**src/rtl/core/atss_pkg.sv**
```systemverilog
`default_nettype none
package atss_pkg;

  localparam int FRAC_BITS = 8;
  localparam int QUIET_ITEMS = 10;
  localparam int SUM_WIDTH = 24;

  localparam int ONE = 1 << FRAC_BITS;
  localparam int QW = 4;
  localparam int DIV_W = 8 + FRAC_BITS;
  localparam int DIV_CW = $clog2(DIV_W);

  // CORDIC datapath widths and the shared multiplier.
  localparam int CW = 36;
  localparam int AW = 21;
  localparam int MW = 22;
  localparam int PW = 2 * MW;

  localparam logic signed [AW-1:0] CORDIC_PI = 21'sd205887;
  localparam logic [32:0] SHAKE_LIM = 33'((longint'(484) << (2 * FRAC_BITS)) / 100);

  typedef enum logic [4:0] {
    S_IDLE, S_CSET, S_CDIV, S_CFIN, S_CMP, S_SQX, S_SQY, S_SQZ, S_SQE,
    S_RCOR, S_RMUL, S_RABS, S_RREC, S_RFIN, S_SQRT, S_PSET, S_PCOR,
    S_PMUL, S_PFIN, S_FLAG, S_SWG, S_OUT
  } state_t;

  typedef enum logic [2:0] {
    R_ZERO_X = 3'd0, R_ZERO_Y = 3'd1, R_ZERO_Z = 3'd2,
    R_ONE_G_X = 3'd3, R_ONE_G_Y = 3'd4, R_ONE_G_Z = 3'd5
  } reg_idx_t;

  // Rounded atan(2^-i) in Q16 radians.
  function automatic logic [16:0] atan_entry(input logic [3:0] i);
    logic [16:0] r;
    case (i)
      4'd0: r = 17'd51472;
      4'd1: r = 17'd30386;
      4'd2: r = 17'd16055;
      4'd3: r = 17'd8150;
      4'd4: r = 17'd4091;
      4'd5: r = 17'd2047;
      4'd6: r = 17'd1024;
      4'd7: r = 17'd512;
      4'd8: r = 17'd256;
      4'd9: r = 17'd128;
      4'd10: r = 17'd64;
      4'd11: r = 17'd32;
      4'd12: r = 17'd16;
      4'd13: r = 17'd8;
      4'd14: r = 17'd4;
      default: r = 17'd2;
    endcase
    return r;
  endfunction

endpackage
`default_nettype wire

```
**src/rtl/core/atss_ifs.sv**
```systemverilog
`default_nettype none
interface atss_sample_if;
  logic valid;
  logic ready;
  logic [7:0] raw_x;
  logic [7:0] raw_y;
  logic [7:0] raw_z;
  modport source(output valid, output raw_x, output raw_y, output raw_z, input ready);
  modport sink(input valid, input raw_x, input raw_y, input raw_z, output ready);
endinterface

interface atss_result_if;
  logic valid;
  logic ready;
  logic signed [15:0] roll_angle;
  logic signed [14:0] pitch_angle;
  logic tilt_front;
  logic tilt_back;
  logic tilt_left;
  logic tilt_right;
  logic shake;
  logic [2:0] swing;
  logic gesture_changed;
  modport source(output valid, output roll_angle, output pitch_angle, output tilt_front,
                 output tilt_back, output tilt_left, output tilt_right, output shake,
                 output swing, output gesture_changed, input ready);
  modport sink(input valid, input roll_angle, input pitch_angle, input tilt_front,
               input tilt_back, input tilt_left, input tilt_right, input shake,
               input swing, input gesture_changed, output ready);
endinterface
`default_nettype wire

```
**src/rtl/core/accel_tilt_shake_swing_classifier_top.sv**
```systemverilog
// Accelerometer tilt, shake and swing classifier.
// The samples channel takes one raw 3-axis byte triple per beat; the results
// channel gives at most one beat per sample: roll and pitch angles, four tilt
// flags, a shake flag, a one-beat swing code and a gesture-changed flag.
// A sample whose calibrated axes equal the previous sample gives no beat.
// The calibration registers are written through cfg_we/cfg_index/cfg_data;
// the user must write them only while the block is idle, which the block
// itself does not enforce; an index beyond the list is ignored.
// samples.ready is high only while the sequencer is idle. A sample runs
// through three restoring divisions one quotient bit a cycle, two 16-step
// CORDIC passes and a 30-step square root on one shared 22x22 multiplier.
// With calibrated z equal to zero the angles are kept and the CORDIC and
// square-root steps skipped; an unchanged sample drops after the divisions.
// The result sits in an output register; a stalled receiver does not stop
// the next sample, but a finished result waits until the register frees.
// Synchronous reset restores the calibration defaults and clears history.
`default_nettype none
module accel_tilt_shake_swing_classifier_top (
  input  logic clk,
  input  logic rst,
  atss_sample_if.sink samples,
  atss_result_if.source results,
  input  logic cfg_we,
  input  logic [2:0] cfg_index,
  input  logic [7:0] cfg_data
);

  localparam int CW = atss_pkg::CW;
  localparam int AW = atss_pkg::AW;
  localparam int MW = atss_pkg::MW;
  localparam int PW = atss_pkg::PW;
  localparam int DW = atss_pkg::DIV_W;
  localparam int DCW = atss_pkg::DIV_CW;
  localparam int SW = atss_pkg::SUM_WIDTH;
  localparam int SW1 = SW + 1;
  localparam int ABW = SW + 2;
  localparam int ONE = atss_pkg::ONE;
  localparam int QW = atss_pkg::QW;
  localparam logic [QW-1:0] QLOAD = QW'(atss_pkg::QUIET_ITEMS);
  localparam logic signed [SW1-1:0] PMAX = SW1'((longint'(1) << (SW - 1)) - 1);
  localparam logic signed [SW1-1:0] NMIN = SW1'(-(longint'(1) << (SW - 1)));
  localparam logic signed [ABW-1:0] A5 = ABW'(5 * ONE);
  localparam logic signed [ABW-1:0] A10 = ABW'(10 * ONE);
  localparam logic signed [ABW-1:0] A20 = ABW'(20 * ONE);
  localparam logic signed [ABW-1:0] A40 = ABW'(40 * ONE);
  localparam logic signed [ABW-1:0] A60 = ABW'(60 * ONE);
  localparam logic signed [ABW-1:0] A80 = ABW'(80 * ONE);
  localparam logic signed [ABW-1:0] N1 = ABW'(-1 * ONE);
  localparam logic signed [ABW-1:0] N2 = ABW'(-2 * ONE);
  localparam logic signed [ABW-1:0] N3 = ABW'(-3 * ONE);
  localparam logic signed [ABW-1:0] N4 = ABW'(-4 * ONE);
  localparam logic [16:0] BIG_LIM = 17'(2 * ONE);

  atss_pkg::state_t state, state_next;

  logic [7:0] zero_g [3];
  logic [7:0] one_g [3];
  logic [7:0] raw [3];

  // Calibration divider.
  logic [1:0] axis;
  logic [DCW-1:0] dcnt;
  logic [DW-1:0] div_n, div_q;
  logic [7:0] div_d, div_rem;
  logic div_neg, den_zero;
  logic signed [8:0] num_r;
  logic signed [8:0] num_w, den_w;
  logic [8:0] rem2;

  logic signed [15:0] v [3];
  logic signed [15:0] pv [3];
  logic have_prev;

  // Shared multiplier.
  logic signed [MW-1:0] mul_a, mul_b;
  logic signed [PW-1:0] mul_p;
  logic [PW-1:0] nabs;

  logic [31:0] sq_xz;
  logic [30:0] sq_y;
  logic [32:0] mag2;

  // CORDIC.
  logic signed [CW-1:0] ca, cb, cda, cdb;
  logic signed [AW-1:0] cang;
  logic [3:0] it;
  logic rneg;
  logic [18:0] rt;
  logic [16:0] rq, rc;
  logic [15:0] pq, pc;

  // Square root.
  logic [59:0] srem, sres, sbit, ssum;
  logic [4:0] sk;

  logic signed [15:0] roll_r;
  logic signed [14:0] pitch_r;
  logic [8:0] gbits;
  logic [4:0] nbits;
  logic [4:0] nbits_w;
  logic chg;
  logic [QW-1:0] qc;
  logic signed [SW-1:0] psum [3];
  logic signed [SW-1:0] nsum [3];
  logic [2:0] lpos, seen;
  logic signed [SW1-1:0] padd [3];
  logic signed [SW1-1:0] nadd [3];
  logic [16:0] mabs [3];
  logic [2:0] bigv;
  logic signed [ABW-1:0] val [3];
  logic signed [ABW-1:0] ab [3];
  logic signed [ABW-1:0] ab1;
  logic [2:0] swing_w;
  logic fire;

  logic ov;
  logic signed [15:0] o_roll;
  logic signed [14:0] o_pitch;
  logic [7:0] o_bits;
  logic o_chg;

  assign samples.ready = (state == atss_pkg::S_IDLE);
  assign results.valid = ov;
  assign results.roll_angle = o_roll;
  assign results.pitch_angle = o_pitch;
  assign results.tilt_front = o_bits[0];
  assign results.tilt_back = o_bits[1];
  assign results.tilt_left = o_bits[2];
  assign results.tilt_right = o_bits[3];
  assign results.shake = o_bits[4];
  assign results.swing = o_bits[7:5];
  assign results.gesture_changed = o_chg;

  always_comb begin
    num_w = $signed({1'b0, raw[axis]}) - $signed({1'b0, zero_g[axis]});
    den_w = $signed({1'b0, one_g[axis]}) - $signed({1'b0, zero_g[axis]});
    rem2 = {div_rem, div_n[DW-1]};
    nabs = mul_p[PW-1] ? PW'(-mul_p) : PW'(mul_p);
    cda = cb >>> it;
    cdb = ca >>> it;
    sbit = 60'(1) << {sk, 1'b0};
    ssum = sres + sbit;
    rq = mul_p[39:23];
    rc = (rq > 17'd23040) ? 17'd23040 : rq;
    pq = 16'((nabs + PW'(256)) >> 9);
    pc = (pq > 16'd11520) ? 16'd11520 : pq;
  end

  always_comb begin
    mul_a = '0;
    mul_b = '0;
    case (state)
      atss_pkg::S_SQX: begin mul_a = MW'(v[0]); mul_b = MW'(v[0]); end
      atss_pkg::S_SQY: begin mul_a = MW'(v[1]); mul_b = MW'(v[1]); end
      atss_pkg::S_SQZ: begin mul_a = MW'(v[2]); mul_b = MW'(v[2]); end
      atss_pkg::S_RMUL: begin mul_a = MW'(cang); mul_b = MW'(75264); end
      atss_pkg::S_RREC: begin mul_a = MW'({1'b0, rt}); mul_b = MW'(838861); end
      atss_pkg::S_PMUL: begin mul_a = MW'(cang); mul_b = MW'(59); end
      default: begin mul_a = '0; mul_b = '0; end
    endcase
  end

  // Tilt hysteresis, shake and per-axis accumulation terms.
  always_comb begin
    nbits_w[0] = (pitch_r < -15'sd3840) || (gbits[0] && (pitch_r < -15'sd2560));
    nbits_w[1] = (pitch_r > 15'sd3840) || (gbits[1] && (pitch_r > 15'sd2560));
    nbits_w[2] = (roll_r < -16'sd5760) || (gbits[2] && (roll_r < -16'sd4480));
    nbits_w[3] = (roll_r > 16'sd5760) || (gbits[3] && (roll_r > 16'sd4480));
    nbits_w[4] = mag2 > atss_pkg::SHAKE_LIM;
    for (int i = 0; i < 3; i++) begin
      mabs[i] = v[i][15] ? 17'(-$signed({v[i][15], v[i]})) : 17'({1'b0, v[i]});
      bigv[i] = mabs[i] > BIG_LIM;
      padd[i] = SW1'(psum[i]) + SW1'(v[i]);
      nadd[i] = SW1'(nsum[i]) + SW1'(v[i]);
    end
  end

  // Swing decision over the accumulated sums.
  always_comb begin
    for (int i = 0; i < 3; i++) begin
      val[i] = seen[i] ? (lpos[i] ? ABW'(psum[i]) : ABW'(nsum[i])) : '0;
      ab[i] = (val[i] < 0) ? -val[i] : val[i];
    end
    ab1 = ab[1];
    if (ab[0] > A20) ab1 = ab1 - A80;
    else if (ab[0] > A10) ab1 = ab1 - A40;
    else if (ab[0] > A5) ab1 = ab1 - A20;
    if (val[1] < N4) ab1 = ab1 + A60;
    else if (val[1] < N3) ab1 = ab1 + A40;
    else if (val[1] < N2) ab1 = ab1 + A20;
    else if (val[1] < N1) ab1 = ab1 + A10;
    fire = (qc == '0) && (seen != 3'b000);
    swing_w = 3'd0;
    if (fire) begin
      if (ab[0] > ab1 && ab[0] > ab[2]) swing_w = (val[0] > 0) ? 3'd1 : 3'd2;
      else if (ab1 > ab[0] && ab1 > ab[2]) swing_w = (val[1] > 0) ? 3'd3 : 3'd4;
    end
  end

  always_comb begin
    state_next = state;
    case (state)
      atss_pkg::S_IDLE: if (samples.valid) state_next = atss_pkg::S_CSET;
      atss_pkg::S_CSET: state_next = atss_pkg::S_CDIV;
      atss_pkg::S_CDIV: if (dcnt == '0) state_next = atss_pkg::S_CFIN;
      atss_pkg::S_CFIN: state_next = (axis == 2'd2) ? atss_pkg::S_CMP : atss_pkg::S_CSET;
      atss_pkg::S_CMP: begin
        if (have_prev && v[0] == pv[0] && v[1] == pv[1] && v[2] == pv[2])
          state_next = atss_pkg::S_IDLE;
        else
          state_next = atss_pkg::S_SQX;
      end
      atss_pkg::S_SQX: state_next = atss_pkg::S_SQY;
      atss_pkg::S_SQY: state_next = atss_pkg::S_SQZ;
      atss_pkg::S_SQZ: state_next = atss_pkg::S_SQE;
      atss_pkg::S_SQE: state_next = (v[2] == 0) ? atss_pkg::S_FLAG : atss_pkg::S_RCOR;
      atss_pkg::S_RCOR: if (it == 4'd15) state_next = atss_pkg::S_RMUL;
      atss_pkg::S_RMUL: state_next = atss_pkg::S_RABS;
      atss_pkg::S_RABS: state_next = atss_pkg::S_RREC;
      atss_pkg::S_RREC: state_next = atss_pkg::S_RFIN;
      atss_pkg::S_RFIN: state_next = atss_pkg::S_SQRT;
      atss_pkg::S_SQRT: if (sk == 5'd0) state_next = atss_pkg::S_PSET;
      atss_pkg::S_PSET: state_next = atss_pkg::S_PCOR;
      atss_pkg::S_PCOR: if (it == 4'd15) state_next = atss_pkg::S_PMUL;
      atss_pkg::S_PMUL: state_next = atss_pkg::S_PFIN;
      atss_pkg::S_PFIN: state_next = atss_pkg::S_FLAG;
      atss_pkg::S_FLAG: state_next = atss_pkg::S_SWG;
      atss_pkg::S_SWG: state_next = atss_pkg::S_OUT;
      atss_pkg::S_OUT: if (!ov || results.ready) state_next = atss_pkg::S_IDLE;
      default: state_next = atss_pkg::S_IDLE;
    endcase
  end

  always_ff @(posedge clk) begin
    if (rst) state <= atss_pkg::S_IDLE;
    else state <= state_next;
  end

  always_ff @(posedge clk) begin
    mul_p <= mul_a * mul_b;
  end

  // Payload datapath.
  always_ff @(posedge clk) begin
    case (state)
      atss_pkg::S_IDLE: begin
        raw[0] <= samples.raw_x;
        raw[1] <= samples.raw_y;
        raw[2] <= samples.raw_z;
        axis <= 2'd0;
      end
      atss_pkg::S_CSET: begin
        num_r <= num_w;
        div_n <= DW'(num_w[8] ? 9'(-num_w) : 9'(num_w)) << atss_pkg::FRAC_BITS;
        div_d <= 8'(den_w[8] ? 9'(-den_w) : 9'(den_w));
        div_neg <= num_w[8] ^ den_w[8];
        den_zero <= (den_w == 0);
        div_rem <= '0;
        div_q <= '0;
        dcnt <= DCW'(DW - 1);
      end
      atss_pkg::S_CDIV: begin
        if (rem2 >= {1'b0, div_d}) begin
          div_rem <= 8'(rem2 - {1'b0, div_d});
          div_q <= {div_q[DW-2:0], 1'b1};
        end else begin
          div_rem <= rem2[7:0];
          div_q <= {div_q[DW-2:0], 1'b0};
        end
        div_n <= div_n << 1;
        dcnt <= dcnt - 1'b1;
      end
      atss_pkg::S_CFIN: begin
        if (den_zero)
          v[axis] <= (num_r > 0) ? 16'sd32767 : ((num_r < 0) ? -16'sd32768 : 16'sd0);
        else if (!div_neg)
          v[axis] <= (div_q > 32767) ? 16'sd32767 : $signed(16'(div_q));
        else
          v[axis] <= (div_q > 32768) ? -16'sd32768 : $signed(16'(DW'(0) - div_q));
        axis <= axis + 1'b1;
      end
      atss_pkg::S_SQY: sq_xz <= mul_p[31:0];
      atss_pkg::S_SQZ: sq_y <= mul_p[30:0];
      atss_pkg::S_SQE: begin
        sq_xz <= sq_xz + mul_p[31:0];
        mag2 <= {1'b0, sq_xz} + mul_p[32:0] + 33'(sq_y);
        it <= 4'd0;
        if (v[2] < 0) begin
          ca <= -(CW'(v[2]) <<< 14);
          cb <= -(CW'(v[0]) <<< 14);
          cang <= (v[0] > 0) ? atss_pkg::CORDIC_PI : -atss_pkg::CORDIC_PI;
        end else begin
          ca <= CW'(v[2]) <<< 14;
          cb <= CW'(v[0]) <<< 14;
          cang <= '0;
        end
      end
      atss_pkg::S_RCOR, atss_pkg::S_PCOR: begin
        if (!cb[CW-1]) begin
          ca <= ca + cda;
          cb <= cb - cdb;
          cang <= cang + AW'(atss_pkg::atan_entry(it));
        end else begin
          ca <= ca - cda;
          cb <= cb + cdb;
          cang <= cang - AW'(atss_pkg::atan_entry(it));
        end
        it <= it + 1'b1;
      end
      atss_pkg::S_RABS: begin
        rneg <= mul_p[PW-1];
        rt <= 19'((nabs + PW'(327680)) >> 16);
      end
      atss_pkg::S_RFIN: begin
        srem <= {sq_xz, 28'd0};
        sres <= '0;
        sk <= 5'd29;
      end
      atss_pkg::S_SQRT: begin
        if (srem >= ssum) begin
          srem <= srem - ssum;
          sres <= (sres >> 1) + sbit;
        end else begin
          sres <= sres >> 1;
        end
        sk <= sk - 1'b1;
      end
      atss_pkg::S_PSET: begin
        ca <= CW'(sres);
        cb <= CW'(v[1]) <<< 14;
        cang <= '0;
        it <= 4'd0;
      end
      atss_pkg::S_FLAG: nbits <= nbits_w;
      atss_pkg::S_SWG: chg <= ({1'b0, swing_w, nbits} != gbits);
      default: ;
    endcase
  end

  // History, gesture and configuration state.
  always_ff @(posedge clk) begin
    if (rst) begin
      zero_g[0] <= 8'd128; zero_g[1] <= 8'd128; zero_g[2] <= 8'd128;
      one_g[0] <= 8'd154; one_g[1] <= 8'd154; one_g[2] <= 8'd154;
      have_prev <= 1'b0;
      for (int i = 0; i < 3; i++) begin
        pv[i] <= '0;
        psum[i] <= '0;
        nsum[i] <= '0;
      end
      lpos <= '0;
      seen <= '0;
      qc <= '0;
      gbits <= '0;
      roll_r <= '0;
      pitch_r <= '0;
      ov <= 1'b0;
    end else begin
      if (cfg_we) begin
        case (cfg_index)
          atss_pkg::R_ZERO_X: zero_g[0] <= cfg_data;
          atss_pkg::R_ZERO_Y: zero_g[1] <= cfg_data;
          atss_pkg::R_ZERO_Z: zero_g[2] <= cfg_data;
          atss_pkg::R_ONE_G_X: one_g[0] <= cfg_data;
          atss_pkg::R_ONE_G_Y: one_g[1] <= cfg_data;
          atss_pkg::R_ONE_G_Z: one_g[2] <= cfg_data;
          default: ;
        endcase
      end
      if (state == atss_pkg::S_OUT && (!ov || results.ready)) ov <= 1'b1;
      else if (ov && results.ready) ov <= 1'b0;
      case (state)
        atss_pkg::S_CMP: begin
          have_prev <= 1'b1;
          for (int i = 0; i < 3; i++) pv[i] <= v[i];
        end
        atss_pkg::S_RFIN: roll_r <= rneg ? -$signed({1'b0, rc[14:0]}) : $signed({1'b0, rc[14:0]});
        atss_pkg::S_PFIN:
          pitch_r <= mul_p[PW-1] ? $signed(pc[14:0]) : -$signed(pc[14:0]);
        atss_pkg::S_FLAG: begin
          for (int i = 0; i < 3; i++) begin
            if (bigv[i]) begin
              seen[i] <= 1'b1;
              if (v[i] > 0) begin
                psum[i] <= (padd[i] > PMAX) ? SW'(PMAX) : SW'(padd[i]);
                lpos[i] <= 1'b1;
              end else begin
                nsum[i] <= (nadd[i] < NMIN) ? SW'(NMIN) : SW'(nadd[i]);
                lpos[i] <= 1'b0;
              end
            end
          end
          if (bigv != 3'b000) qc <= QLOAD;
        end
        atss_pkg::S_SWG: begin
          // A swing is reported once the quiet count has run out.
          if (fire) begin
            for (int i = 0; i < 3; i++) begin
              psum[i] <= '0;
              nsum[i] <= '0;
            end
            lpos <= '0;
            seen <= '0;
          end else if (qc != '0) begin
            qc <= qc - 1'b1;
          end
          gbits <= {1'b0, swing_w, nbits};
        end
        default: ;
      endcase
    end
  end

  always_ff @(posedge clk) begin
    if (state == atss_pkg::S_OUT && (!ov || results.ready)) begin
      o_roll <= roll_r;
      o_pitch <= pitch_r;
      o_bits <= gbits[7:0];
      o_chg <= chg;
    end
  end

`ifndef ASSERT_OFF
  a_roll_range: assert property (@(posedge clk) disable iff (rst)
    (roll_r <= 16'sd23040) && (roll_r >= -16'sd23040))
    else $error("roll angle out of range");
  a_quiet_bound: assert property (@(posedge clk) disable iff (rst) qc <= QLOAD)
    else $error("quiet count above load value");
  a_swing_clears: assert property (@(posedge clk) disable iff (rst)
    (state == atss_pkg::S_SWG && swing_w != 3'd0) |=> (seen == 3'b000))
    else $error("swing did not clear accumulated sums");
  a_out_load: assert property (@(posedge clk) disable iff (rst)
    (state == atss_pkg::S_OUT && (!ov || results.ready)) |=> (ov && state == atss_pkg::S_IDLE))
    else $error("result not loaded into output register");
`endif

endmodule
`default_nettype wire

```
**src/flat_wrapper.sv**
```systemverilog
// flat-port wrapper written by rule: the top's interface ports become plain ports
module accel_tilt_shake_swing_classifier_top_flat 
  (clk, rst, cfg_we, cfg_index, cfg_data, samples_valid, samples_raw_x, samples_raw_y, samples_raw_z, samples_ready, results_valid, results_roll_angle, results_pitch_angle, results_tilt_front, results_tilt_back, results_tilt_left, results_tilt_right, results_shake, results_swing, results_gesture_changed, results_ready);
  atss_sample_if samples_i ();
  atss_result_if results_i ();
  input  logic clk;
  input  logic rst;
  input  logic cfg_we;
  input  logic [2:0] cfg_index;
  input  logic [7:0] cfg_data;
  input wire logic [$bits(samples_i.valid)-1:0] samples_valid;
  input wire logic [$bits(samples_i.raw_x)-1:0] samples_raw_x;
  input wire logic [$bits(samples_i.raw_y)-1:0] samples_raw_y;
  input wire logic [$bits(samples_i.raw_z)-1:0] samples_raw_z;
  output wire logic [$bits(samples_i.ready)-1:0] samples_ready;
  output wire logic [$bits(results_i.valid)-1:0] results_valid;
  output wire logic [$bits(results_i.roll_angle)-1:0] results_roll_angle;
  output wire logic [$bits(results_i.pitch_angle)-1:0] results_pitch_angle;
  output wire logic [$bits(results_i.tilt_front)-1:0] results_tilt_front;
  output wire logic [$bits(results_i.tilt_back)-1:0] results_tilt_back;
  output wire logic [$bits(results_i.tilt_left)-1:0] results_tilt_left;
  output wire logic [$bits(results_i.tilt_right)-1:0] results_tilt_right;
  output wire logic [$bits(results_i.shake)-1:0] results_shake;
  output wire logic [$bits(results_i.swing)-1:0] results_swing;
  output wire logic [$bits(results_i.gesture_changed)-1:0] results_gesture_changed;
  input wire logic [$bits(results_i.ready)-1:0] results_ready;
  assign samples_i.valid = samples_valid;
  assign samples_i.raw_x = samples_raw_x;
  assign samples_i.raw_y = samples_raw_y;
  assign samples_i.raw_z = samples_raw_z;
  assign samples_ready = samples_i.ready;
  assign results_valid = results_i.valid;
  assign results_roll_angle = results_i.roll_angle;
  assign results_pitch_angle = results_i.pitch_angle;
  assign results_tilt_front = results_i.tilt_front;
  assign results_tilt_back = results_i.tilt_back;
  assign results_tilt_left = results_i.tilt_left;
  assign results_tilt_right = results_i.tilt_right;
  assign results_shake = results_i.shake;
  assign results_swing = results_i.swing;
  assign results_gesture_changed = results_i.gesture_changed;
  assign results_i.ready = results_ready;
  accel_tilt_shake_swing_classifier_top u_core (.clk(clk), .rst(rst), .samples(samples_i), .results(results_i), .cfg_we(cfg_we), .cfg_index(cfg_index), .cfg_data(cfg_data));
endmodule
```
**config.mk**
```make
export PLATFORM = sky130hd
export DESIGN_NAME = accel_tilt_shake_swing_classifier_top_flat
export DESIGN_NICKNAME = d
export VERILOG_FILES = /design/src/rtl/core/atss_pkg.sv /design/src/rtl/core/atss_ifs.sv /design/src/rtl/core/accel_tilt_shake_swing_classifier_top.sv /design/src/flat_wrapper.sv
export SDC_FILE = /design/constraint.sdc
export NUM_CORES = 2
export LEC_CHECK = 0
export ABC_CLOCK_PERIOD_IN_PS = 26300
export BUFFER_PORTS_ARGS = -buffer_cell sky130_fd_sc_hd__buf_4
export CAP_MARGIN = 0
export CELL_PAD_IN_SITES_DETAIL_PLACEMENT = 0
export CELL_PAD_IN_SITES_GLOBAL_PLACEMENT = 1
export CORE_MARGIN = 3
export CORE_UTILIZATION = 48
export CTS_BUF_LIST = sky130_fd_sc_hd__clkbuf_8
export DETAILED_ROUTE_END_ITERATION = 7
export PLACE_DENSITY = 0.82
export SETUP_SLACK_MARGIN = 0.4
export SLEW_MARGIN = 10
export SYNTH_ARGS = -nofsm -noshare
export SYNTH_HDL_FRONTEND = slang
export SYNTH_SLANG_ARGS = --single-unit
```
**constraint.sdc**
```tcl
create_clock -name clk -period 26.3 [get_ports clk]
set_input_delay 0 -clock clk [delete_from_list [all_inputs] [get_ports clk]]
set_output_delay 0 -clock clk [all_outputs]
set_load 0.01 [all_outputs]
```
==> run metrics <==
GRT overflow=0; Critical-path top delay cell=nor2_1; Final Hold Viols=0; ratio of cells with drive above 1 in the final layout=7.23%; Worst Hold End=u_core.one_g[1][6]; fraction of power spent switching nets=32.8%; Worst-Margin Slew=1.21 ns; largest net degree at the start of global routing=82; total track usage=27.3%; CTS Sinks=868; # rows=154; synth warn=0; Clock Power Share=35.3%; Min-Delay Startpoint=cfg_we; number of synthesized flops with an enable pin=753; total wire length=254000 µm; Skew-Pair Late Insertion Delay=1.03 ns; Die X=429 µm; sequential share of power=42.3%; clock skew=0.130 ns; Syn Inst Count=9411; chip height=429 µm; status=complete, no violations; setup TNS=0 ns; clk root buf=clkbuf_8; final core utilization=52.7%; worst IR drop on VDD=66.8 µV; worst-path fanout max=23; class of the most critical setup path=register to register; initial antenna violation count=9; GPL Wtd Cong=0.962; Slowest Stage Delay on Critical Path=0.87 ns; via count=70300; Unique masters post-synth=124; first-pass GRT wire length=398000 µm; TritonCTS Buffers=164; min cycle time layout=11.48 ns; Reg2Reg Launch Point=u_core.state[1]; pwr/cell area=43.8 nW/µm²; Worst EP required=27.19 ns; Top FF cell, synth=edfxtp_1; H-tree levels=4; Final Net Count=10800; die area=184000 µm²; Worst-path clk slew=0.06 ns; Synth Area per Inst=9.11 µm²; Synth top cells by count=nand2_1, nor2_1, inv_1; setup bufs post-CTS=0; initial DRC count=5852; Yosys top cell by area=edfxtp_1; antenna-violating nets left=0; max-cap check violation count=0; Startpoint Class=register; vias in the first global route=69000; Pleak=40.0 nW; sequential share of the synthesized area=29.1%; top-count cell post-synth=nand2_1; final slew viol count=0; IO Port Bufs=81; vias per cell=5.87; Comb pwr share=22.5%; Synth Cell Area=85700 µm²; Core Area=177000 µm²; synthesis-to-finish area growth=8.72%; r2r endpoint=u_core.mul_p[38]; Slew HR=19.0%; CTS Buffer Depth=3; fraction of registers with async set/reset=0%; IO Count=82; unrepaired setup endpoints after global routing=false; FF-to-FF setup slack=14.82 ns; Worst path most repeated cell=fa_1; Hold Crit Class=primary input to register; CTS tree=done; depth of the most critical reg-to-reg path=34; Worst EP arrival=12.36 ns; crit share post-route=43.6%; final count of negative-setup-slack endpoints=0; Psw=0.00134 W; DRC violations left=0; top-area cell type share of the netlist area=26.4%; average wire per standard cell=21.2 µm; CP endpoint kind=register; Synth area leaders=edfxtp_1, fa_1, ha_1; # fillers=16100; router iterations before antenna repair=6; Pint=0.00274 W; Hold Path Depth=3; Initial Util=48.5%; #FFs+latches synth=868; Highest Clock Rate=87.1 MHz; DP Wirelength=195000 µm
-- power groups by stage --
stage	logic (W)	clock network, W	registers [W]
floorplan	0.000667	0	0.00172
global placement	0.000865	0	0.00175
detailed placement	0.000895	0	0.00175
CTS	0.000913	0.00147	0.00172
global route	0.00103	0.00153	0.00173
finish	0.000918	0.00144	0.00172
-- critical path, delay by kind of cell (launching register included) --
family / cells / cell delay (ns)
buf+inv: 4 / 0.37
xor+xnor: 1 / 0.13
fa+ha+maj: 8 / 3.46
compound gates: 16 / 4.48
flops: 1 / 0.86
simple gates: 5 / 2.04
-- through the flow --
step / cells / instance area [µm²] / power, W / setup slack (ns) / hold slack [ns]
after floorplan: 9423 / 85800 / 0.00238 / 14.85 / 0.0989
after global placement: 11600 / 88800 / 0.00261 / 15.03 / 0.179
after detailed placement: 11600 / 88800 / 0.00264 / 15.05 / 0.180
after CTS: 12000 / 93200 / 0.00410 / 14.96 / 0.0138
after global routing: 12000 / 93200 / 0.00429 / 14.05 / 0.0947
final: 12000 / 93200 / 0.00408 / 14.82 / 0.127
-- routing by layer --
metal  track usage, %  vias to the layer above  part of all wire (%)
li1                 -                    33300                     -
met1             36.8                    34300                    43
met2             43.4                     2277                    46
met3             4.01                      494                   6.2
met4             12.8                        4                   4.9
met5                0                        -                 0.011
-- worst max path at each step --
stage	start	endpoint	slack, ns	depth (start not counted)
after global placement	u_core.state[1]	u_core.mul_p[38]	15.03	34
after floorplan	u_core.sk[3]	u_core.srem[0]	14.85	35
after detailed placement	u_core.state[1]	u_core.mul_p[38]	15.05	34
after CTS	u_core.state[1]	u_core.mul_p[38]	14.96	34
final	u_core.state[1]	u_core.mul_p[38]	14.82	34
after global routing	u_core.state[1]	u_core.mul_p[38]	14.05	35
-- area by class of cell --
class	instances	area (µm²)	area share (%)
multi-input cells	7345	56400	60.5
flip-flops and latches	868	24900	26.7
inverters	842	3160	3.39
well taps	2340	2930	3.14
clock buffers	188	2590	2.78
repair buffers	273	2250	2.42
clock inverters	119	998	1.07
diodes	5	12.5	0.0134
-- registers in the layout (all words and copies together) (netlist names), 19 cells and up, named ones only --
name and cells:
u_core.zero_g 24, u_core.ca 36, u_core.cang 21, u_core.psum 72
u_core.sq_y 31, u_core.mul_p 41, u_core.rt 19, u_core.pv 48
u_core.cb 36, u_core.sq_xz 32, u_core.one_g 24, u_core.sres 60
u_core.raw 24, u_core.srem 60, u_core.nsum 72, u_core.v 48
u_core.mag2 33
-- cells in the final DEF, fill, tap and decap left out, drive strengths merged, types with 30 or more instances in the layout --
master,instances
nor2,844
mux2i,111
nand4,66
nor2b,93
o31ai,62
a21oi,611
or2,43
or3,81
o21bai,99
a22oi,31
fa,534
dlygate4sd3,81
a31oi,121
xor2,312
inv,890
nor4,56
buf,192
nand2b,81
mux2,74
clkbuf,188
nand2,1043
a21o,144
o21a,54
xnor2,434
clkinv,62
nand3,130
nor3,208
o21ai,536
a31o,35
and3,110
ha,702
mux4,34
and2,117
edfxtp,753
nor3b,30
o211ai,53
dfxtp,115
a211oi,93
a21boi,47
-- cells by family (layout without fill, tap and decap cells) --
logic type	after synthesis	after routing	share of synthesized area, %
adders and majority gates	1240	1240	22.8
xor gates and xnor gates	746	746	7.65
and+or+nand+nor	2973	2973	16.0
DFF	868	868	29.1
other	2	19	0.00876
AOI/OAI and AO/OA	2153	2153	16.0
muxes	219	219	3.17
buffers and inverters	1210	1422	5.41
-- repair_timing --
action                                 in CTS  in global routing
endpoints found under the hold margin     193                  0
resized for setup                           0                  0
hold buffers                               81                  0
Power figures use the tool's default switching activity.
